**src/sv/rpa_pkg.sv**
```systemverilog
// Shared types, codes and default sizes for the reference-counted page allocator.
// Used by every module of the block and by its checker; depends on nothing.
`default_nettype none

package rpa_pkg;

  // Default sizes handed to the top level parameters.
  localparam int PAGE_SHIFT_DEF = 12;
  localparam int MAX_PAGES_DEF  = 65536;
  localparam int COUNT_BITS_DEF = 16;

  // Fixed field widths of the ports.
  localparam int OPCODE_W   = 3;
  localparam int ADDR_W     = 32;
  localparam int REG_W      = 17;
  localparam int STATUS_W   = 2;
  localparam int FREE_CNT_W = 17;
  localparam int REF_OUT_W  = 16;
  localparam int CFG_IDX_W  = 1;

  localparam logic [REG_W-1:0] LOW_PAGE_RST = 17'h00000;
  localparam logic [REG_W-1:0] TOP_PAGE_RST = 17'h10000;

  typedef enum logic [CFG_IDX_W-1:0] {
    CFG_LOW_PAGE = 1'b0,
    CFG_TOP_PAGE = 1'b1
  } cfg_idx_t;

  typedef enum logic [OPCODE_W-1:0] {
    OP_ALLOC = 3'd0,
    OP_FREE  = 3'd1,
    OP_INC   = 3'd2,
    OP_DEC   = 3'd3,
    OP_QUERY = 3'd4
  } opcode_t;

  typedef enum logic [STATUS_W-1:0] {
    ST_OK       = 2'd0,
    ST_NO_PAGES = 2'd1,
    ST_BAD_ADDR = 2'd2,
    ST_FULL     = 2'd3
  } status_t;

  typedef enum logic [1:0] {
    ALU_PASS = 2'd0,
    ALU_INC  = 2'd1,
    ALU_DEC  = 2'd2,
    ALU_ONE  = 2'd3
  } alu_op_t;

  typedef enum logic [1:0] {
    S_CLEAR = 2'd0,
    S_IDLE  = 2'd1,
    S_EXEC  = 2'd2
  } state_t;

endpackage

`default_nettype wire

```
**src/sv/rpa_alu.sv**
```systemverilog
// Shared count unit: saturating increment and decrement, load of one, pass.
// Depends on rpa_pkg for the operation codes.
`default_nettype none

module rpa_alu #(
  parameter int CW = rpa_pkg::COUNT_BITS_DEF
) (
  input  wire rpa_pkg::alu_op_t op,
  input  wire logic [CW-1:0]    a,
  output logic [CW-1:0]         y
);
  import rpa_pkg::*;

  localparam logic [CW-1:0] CNT_MAX = '1;

  always_comb begin
    case (op)
      ALU_INC:  y = (a == CNT_MAX) ? a : a + CW'(1);
      ALU_DEC:  y = (a == '0) ? a : a - CW'(1);
      ALU_ONE:  y = CW'(1);
      default:  y = a;
    endcase
  end

endmodule

`default_nettype wire

```
**config.mk**
```make
export PLATFORM = sky130hd
export DESIGN_NAME = rpa_alu
export DESIGN_NICKNAME = d
export VERILOG_FILES = /design/src/sv/rpa_pkg.sv /design/src/sv/rpa_alu.sv
export SDC_FILE = /design/constraint.sdc
export NUM_CORES = 1
export LEC_CHECK = 0
export BUFFER_PORTS_ARGS = -buffer_cell sky130_fd_sc_hd__buf_4
export CORE_MARGIN = 10
export CORE_UTILIZATION = 25
export DETAILED_ROUTE_END_ITERATION = 16
export GPL_ROUTABILITY_DRIVEN = 0
export PLACE_DENSITY_LB_ADDON = 0.08
export SKIP_LAST_GASP = 1
export SLEW_MARGIN = 40
export SYNTH_ARGS = -nofsm -noshare
export SYNTH_HDL_FRONTEND = slang
export SYNTH_SLANG_ARGS = --single-unit
export TNS_END_PERCENT = 100
```
**constraint.sdc**
```tcl
create_clock -name vclk -period 2.3
set_input_delay 0.345 -clock vclk [all_inputs]
set_output_delay 0.345 -clock vclk [all_outputs]
set_load 0.03 [all_outputs]
```
---- Yosys cells after proc, flatten, opt, wreduce, memory -nomap -nowiden ----
Cells that the tools add are included.
storage, ports and cells
  register bits after elaboration ......... 0
  output and inout bits ................... 16
cells by class
  eq/ne operators ......................... 4
  reduce and logical (&&, ||, !) cells .... 1
  $add $sub $neg .......................... 2
  multiplexer cells ....................... 3
operators with widths
  cell                                                 count
  one-hot mux 16 bit (3 select lines)                  1
  2-to-1 mux 16 bit                                    2
  adder 16 x 1 -> 16 bit, second input constant        1
  equality test 16 bit, second input constant          1
  logical NOT 16 bit                                   1
  subtractor 16 x 1 -> 16 bit, second input constant   1
  equality test 2 bit, second input constant           2
  equality test 2 x 1 -> 1 bit, second input constant  1

---- Depth between registers and ports, before layout ----
Gate-level depths: netlist of run 1.
  depth in word-level cells ............... 3
  gate-level depth with buffers ........... 8
  mapped depth without buffers ............ 7

---- Worst setup path before layout of run 1 ----
Ideal clock, no wire load.
  path type ............................... input port to output port
  start ................................... in a[0]
  end ..................................... out y[7]
  arrival time ............................ 2271 ps
  cell stages on the path ................. 8
  buffers on the path ..................... 1
  slack ................................... -316 ps
  cell sequence ........................... inv_1 ha_1 or4b_4 nor4_4 buf_4 nor3_1 o22a_1 a21oi_1
between the ends
  cells in the longest elaborated chain, start to end .. 3
  elaborated cells between the ends (all ways) .. 7
RTL lines
  what                                                 RTL line                      text
  start, declared                                      rpa_alu.sv:9                  input wire logic [CW-1:0] a,
  subtractor 16 x 1 -> 16 bit (tied with other cells)  rpa_alu.sv:19                 ALU_DEC: y = (a == '0) ? a : a - CW'(1);
  2-to-1 mux 16 bit (on tied branches)                 rpa_alu.sv:19, rpa_alu.sv:18
  one-hot mux 16 bit (3 select lines) (*)              rpa_alu.sv:17                 case (op)
  end, declared                                        rpa_alu.sv:10                 output logic [CW-1:0] y
Every way passes the cells marked *; elsewhere a longest branch is shown, timed or not.

---- Worst setup path after layout of run 1 ----
  start ................................... in a[0]
  end ..................................... out y[14]
The elaborated chain is that of the path after synthesis.

==> results of run 1 <==
[cell families (layout without fill, tap and decap cells)]
group,after synthesis,count (layout),synth area share
AOI/OAI and AO/OA,57,57,0.3753
xor gates and xnor gates,3,3,0.02568
adders and majority gates,3,3,0.03668
buffers and inverters,20,88,0.08680
muxes,1,1,0.009780
and+or+nand+nor,83,83,0.4658
[Yosys cell counts, types with 2 or more instances]
library cell  count
a21oi_1          16
nand2_1          15
nor2_1           14
clkbuf_1         11
nor3_1           10
nand3_1           7
nor4_1            7
nand4_1           6
o22ai_1           6
and3_1            5
inv_1             5
o21ai_0           5
and4_1            3
ha_1              3
o21ai_1           3
o31a_1            3
or3_1             3
or4_1             3
xnor2_1           3
a221oi_1          2
a31o_1            2
a31oi_1           2
buf_2             2
nand2b_1          2
o22a_1            2
o31ai_1           2
o32ai_1           2
[how the worst min path moves through the flow]
stage | end | cells past startpoint | slack, ns
after global routing | y[8] | 4 | 1.10
after global placement | y[8] | 4 | 1.10
after detailed placement | y[15] | 4 | 1.11
final | y[8] | 4 | 1.08
after CTS | y[8] | 4 | 1.09
after floorplan | y[9] | 1 | 0.76
[cell usage in the layout (no fill, tap or decap), drive strengths merged, types with 2 or more instances in the layout]
cell / instances
nor3: 11
nand4: 6
a31oi: 2
and4: 3
and3: 5
xnor2: 3
a21oi: 16
o22a: 2
nand2: 15
nand3: 7
o32ai: 2
buf: 83
or4: 3
inv: 5
a221oi: 2
nor2: 15
nand2b: 2
ha: 3
o22ai: 6
nor4: 9
o31ai: 2
o21ai: 8
o31a: 3
a31o: 3
or3: 3
[cell type report]
class | count | area (µm²) | share of cell area
inverters | 5 | 28.78 | 0.01452
multi-input cells | 147 | 1177 | 0.5941
well taps | 50 | 62.56 | 0.03157
repair buffers | 83 | 713.2 | 0.3598
[per-layer routing]
metal / vias to the layer above / global-route usage
met1: 789 / 0.1733
met3: 6 / 0.01074
met5: - / 0
li1: 800 / -
met2: 44 / 0.2383
met4: 0 / 0.01065
[power breakdown]
group          total (W)  switching [W]  internal, W
registers              0              0            0
logic           0.000327       0.000180     0.000147
clock network          0              0            0
total           0.000327       0.000180     0.000147
[metrics by stage]
stage | hold slack [ns] | util | cells | instance area, µm² | TNS, ns
after detailed placement | 1.109 | 0.4301 | 280 | 1708 | -2.682
after global routing | 1.097 | 0.4991 | 285 | 1982 | -3.695
after floorplan | 0.7616 | - | 167 | 1156 | -0.2624
after global placement | 1.104 | 0.4301 | 280 | 1708 | -2.011
final | 1.077 | 0.4991 | 285 | 1982 | -2.425
after CTS | 1.095 | 0.4745 | 284 | 1884 | -2.391
[worst max-delay path, cell delays in order]
cell,delay [ns]
buf_8,0.10
inv_6,0.05
ha_4,0.11
or4b_4,0.49
buf_6,0.15
buf_6,0.11
o2111ai_4,0.24
or3_4,0.18
a21oi_2,0.05
a31o_2,0.22
buf_6,0.13
[timing repair]
| item | 4_1_cts | 5_1_grt |
|---|---|---|
| pin swaps | 21 | 14 |
| resized for setup | 37 | 19 |
| setup buffers | 4 | 1 |
| cloned | 0 | 0 |
| endpoints found under the setup margin | 15 | 16 |
==> results.tsv, run 1 <==
stage	metric	value	unit
floorplanning	I/O Pins	34	
logic_synthesis	ranking of synthesized cells by area	a21oi_1 7.8%, nand2_1 5.5%, nor2_1 5.1%	
sta	Max Transition Viols Final	0	
floorplanning	initial core utilization	0.2577	
clock_network	CTS Hold Buffers Added	0	
detailed_routing	met2 WL post-DR	2564	µm
setup_path	Setup CP Type	input port to output pin	
detailed_routing	Vias/cell	5.751	
setup_path	crit path launch type	input port	
setup_path	Worst Setup EP	y[14]	
setup_path	crit end category	output pin	
run	maximum capacitance violations	0	
sta	Max transition margin	0.6469	
floorplanning	die area	7053	µm²
grt	pin count of the biggest net entering global routing	16	
logic_synthesis	Distinct cells, synth	50	
logic_synthesis	post-synth top area cell	a21oi_1	
detailed_routing	DR WL met3	221	µm
detailed_routing	Avg WL per Cell	17.86	µm
placed_design	post-place setup slack	-0.2896	ns
detailed_routing	Post-DRT Antenna Nets	0	
placed_design	post-DP HPWL	3930	µm
status	status	finished, violations left	
sta	min cycle time layout	2.521	ns
placed_design	port bufs	34	
grt	first-pass GRT wire length	8445	µm
power	PwrDens	165.2	nW/µm²
status	violated checks	negative setup slack	
cells_and_area	Area Overhead vs Synth	93.64	%
setup_path	CP startpoint	a[0]	
sta	worst slew pin tran	0.5257	ns
sta	Final Hold Fails	0	
detailed_routing	initial DRC count	172	
cells_and_area	share of cells above drive strength 1	0.5447	
power	leakage	0.7782	nW
detailed_routing	DRC	0	
floorplanning	core footprint	3971	µm²
power	Final Power	0.0003275	W
floorplanning	row count	23	
grt	Tot GR Track Use	0.1335	
power	Peak VDD IR	0.07991	mV
cells_and_area	Antenna Diode Count	0	
detailed_routing	vias	1639	
detailed_routing	Detailed Routing Iterations Pass 1	4	
cells_and_area	Layout Nets	258	
cells_and_area	Register Area	0	µm²
grt	initial antenna violation count	0	
logic_synthesis	Post-Syn Area	1023	µm²
cells_and_area	fill count	395	
floorplanning	Die X-Extent	83.99	µm
logic_synthesis	Post-Synthesis Cells	167	
sta	fmax	0.3967	GHz
detailed_routing	Post-Route WL	5089	µm
cells_and_area	clkbuf count	0	
logic_synthesis	Seq/Total Area, Yosys	0	
setup_path	crit path DAT	2.18	ns
setup_path	Req. time, crit path	1.96	ns
sta	setup ws final	-0.2206	ns
cells_and_area	Seq cells	0	
min_path	Hold Path Class	input port to output pin	
logic_synthesis	top-area cell type share of the netlist area	0.07824	
min_path	min-delay src	a[8]	
grt	grt ovf	0	
logic_synthesis	Yosys warnings	0	
detailed_routing	uppermost layer routed	met4	
grt	vias in the first global route	1667	
setup_path	worst-path fanout max	2	
detailed_routing	routed metal-1 wirelength	2253	µm
sta	Setup Viol. Count Final	16	
sta	fin crit share	1.096	
logic_synthesis	Mapped Nets	188	
sta	RSZ-0062 raised after global routing	true	
logic_synthesis	post-synthesis average cell area	6.129	µm²
floorplanning	die height	83.99	µm
Power figures use the tool's default switching activity.
==> run 2: changes to the inputs <==
--- a/config.mk
+++ b/config.mk
@@ -7,10 +7,10 @@
 export LEC_CHECK = 0
 export BUFFER_PORTS_ARGS = -buffer_cell sky130_fd_sc_hd__buf_4
 export CORE_MARGIN = 10
-export CORE_UTILIZATION = 25
+export CORE_UTILIZATION = 40
 export DETAILED_ROUTE_END_ITERATION = 16
 export GPL_ROUTABILITY_DRIVEN = 0
-export PLACE_DENSITY_LB_ADDON = 0.08
+export PLACE_DENSITY = 0.68
 export SKIP_LAST_GASP = 1
 export SLEW_MARGIN = 40
 export SYNTH_ARGS = -nofsm -noshare
==> run 2 against run 1 <==
Against the previous run: global-route usage grew 4.1 points; total power rose by 2.1%; flip-flop and latch count unchanged; core utilization up 31 points; the run still ends with negative setup slack left; largest cell class unchanged; maximum frequency grew 2.1%; first-iteration DRC count up 6.4%.
==> results.tsv, run 2 (synthesized netlist as in run 1, its figures left out) <==
stage	metric	value	unit	change
status	status	finished, violations left		
status	violated checks	negative setup slack		
grt	grt ovf	0		unchanged
floorplanning	core footprint	2455	µm²	-38%
setup_path	Setup CP Type	input port to output pin		
cells_and_area	commonest non-fill, non-tap cell in the layout	buf_4		
floorplanning	row count	18		-22%
sta	fin crit share	1.074		-0.02242
sta	Final Hold Fails	0		unchanged
sta	worst slew pin tran	0.5105	ns	-0.01512 ns
floorplanning	I/O Pins	34		unchanged
power	PwrDens	169.2	nW/µm²	+2.4%
detailed_routing	initial DRC count	183		+6.4%
cells_and_area	commonest cells after routing, fill and taps aside	64 x buf_4, 18 x buf_6, 14 x nand2_1, 13 x nor2_1, 9 x a21oi_1		
detailed_routing	DRC	0		unchanged
floorplanning	Die X-Extent	70.59	µm	-16%
cells_and_area	Seq cells	0		unchanged
sta	hold_ws	1.044	ns	-0.03297 ns
sta	min cycle time layout	2.469	ns	-0.05158 ns
placed_design	post-DP HPWL	3495	µm	-11%
floorplanning	die area	4982	µm²	-29%
setup_path	worst-path fanout max	5		+3
setup_path	crit end category	output pin		
setup_path	crit path DAT	2.12	ns	-0.06 ns
power	leakage	0.7727	nW	-0.70%
grt	pin count of the biggest net entering global routing	17		+1
power	Final Power	0.0003343	W	+2.1%
sta	Setup Viol. Count Final	16		unchanged
grt	vias in the first global route	1649		-1.1%
sta	Max transition margin	0.6553		+0.008455
min_path	Hold Path Class	input port to output pin		
detailed_routing	Detailed Routing Iterations Pass 1	4		unchanged
sta	setup ws final	-0.1691	ns	+0.05158 ns
detailed_routing	Post-Route WL	4956	µm	-2.6%
grt	first-pass GRT wire length	7776	µm	-7.9%
detailed_routing	vias	1729		+5.5%
cells_and_area	post-layout util	0.8048		+0.3057
cells_and_area	clkbuf count	0		unchanged
grt	initial antenna violation count	0		unchanged
grt	Tot GR Track Use	0.1750		+0.04146
cells_and_area	Layout Nets	258		unchanged
placed_design	port bufs	34		unchanged
detailed_routing	Post-DRT Antenna Nets	0		unchanged
setup_path	Req. time, crit path	1.96	ns	about the same
placed_design	Placed Area	1683	µm²	-1.5%
cells_and_area	fill count	166		-58%
cells_and_area	Area Overhead vs Synth	93.03	%	
cells_and_area	Final Cell Area	1976	µm²	-0.32%
clock_network	CTS Hold Buffers Added	0		unchanged
floorplanning	initial core utilization	0.4169		+0.1592
sta	Max Transition Viols Final	0		unchanged
sta	RSZ-0062 raised after global routing	true		
detailed_routing	Vias/cell	6.525		+13%
run	maximum capacitance violations	0		unchanged
setup_path	crit path launch type	input port		
floorplanning	die height	70.59	µm	-16%
power	Peak VDD IR	0.1573	mV	+97%
detailed_routing	Avg WL per Cell	18.70	µm	+4.7%
cells_and_area	Antenna Diode Count	0		unchanged
sta	fmax	0.4050	GHz	+2.1%
cells_and_area	share of cells above drive strength 1	0.5447		unchanged
placed_design	post-place setup slack	-0.2145	ns	+0.07500 ns
cells_and_area	Register Area	0	µm²	unchanged
==> run 2: changes by cell type in the layout (fill, tap and decap cells not counted), moves of 2 or more <==
cell     previous run  this run
o21ai_2             2         0
a21oi_2             7         5
buf_6              22        18
nor4_2              2         4
buf_4              60        64
a21oi_1             7         9
ha_1                2         0
==> run 2: cell type report <==
class                      instances  area, µm²  area share
timing repair buffer              83      698.2      0.3534
multi-input combinational        147       1214      0.6143
tap                               30      37.54     0.01900
inverter                           5      26.28     0.01330
==> run 2: final timing paths <==
| kind | slack, ns | to | from | cells past startpoint |
|---|---|---|---|---|
| setup / recovery | -0.17 | y[7] | a[8] | 8 |
| hold / removal | 1.04 | y[6] | a[6] | 3 |
==> run 2: critical path, stage by stage <==
cell	delay, ns
buf_6	0.09
or4_4	0.56
nor4_4	0.31
buf_4	0.20
nor3_1	0.06
a221oi_1	0.33
a21oi_2	0.06
buf_6	0.15
==> run 2: timing repair <==
| action | CTS | global route |
|---|---|---|
| buffers inserted | 2 | 3 |
| gates resized for setup | 29 | 25 |
| pin swaps | 14 | 8 |
| setup endpoints to repair | 15 | 15 |
==> run 2: layer usage <==
metal / up-vias / global-route usage / wire length (µm)
li1: 805 / - / -
met1: 801 / 0.2128 / 1874
met2: 95 / 0.3114 / 2439
met3: 28 / 0.01953 / 377
met4: 0 / 0.05376 / 265
met5: - / 0 / 0
==> run 2: report_power, final <==
| group | internal [W] | switching, W | leakage [nW] | total, W |
|---|---|---|---|---|
| Combinational | 0.000149 | 0.000186 | 0.773 | 0.000334 |
| Sequential | 0 | 0 | 0 | 0 |
| Clock | 0 | 0 | 0 | 0 |
| Total | 0.000149 | 0.000186 | 0.773 | 0.000334 |
==> run 2: metrics by stage <==
step,setup TNS (ns),cells
final,-1.369,265
after global routing,-2.429,265
after CTS,-1.362,262
after detailed placement,-2.076,260
after global placement,-1.587,260
after floorplan,-0.2624,167
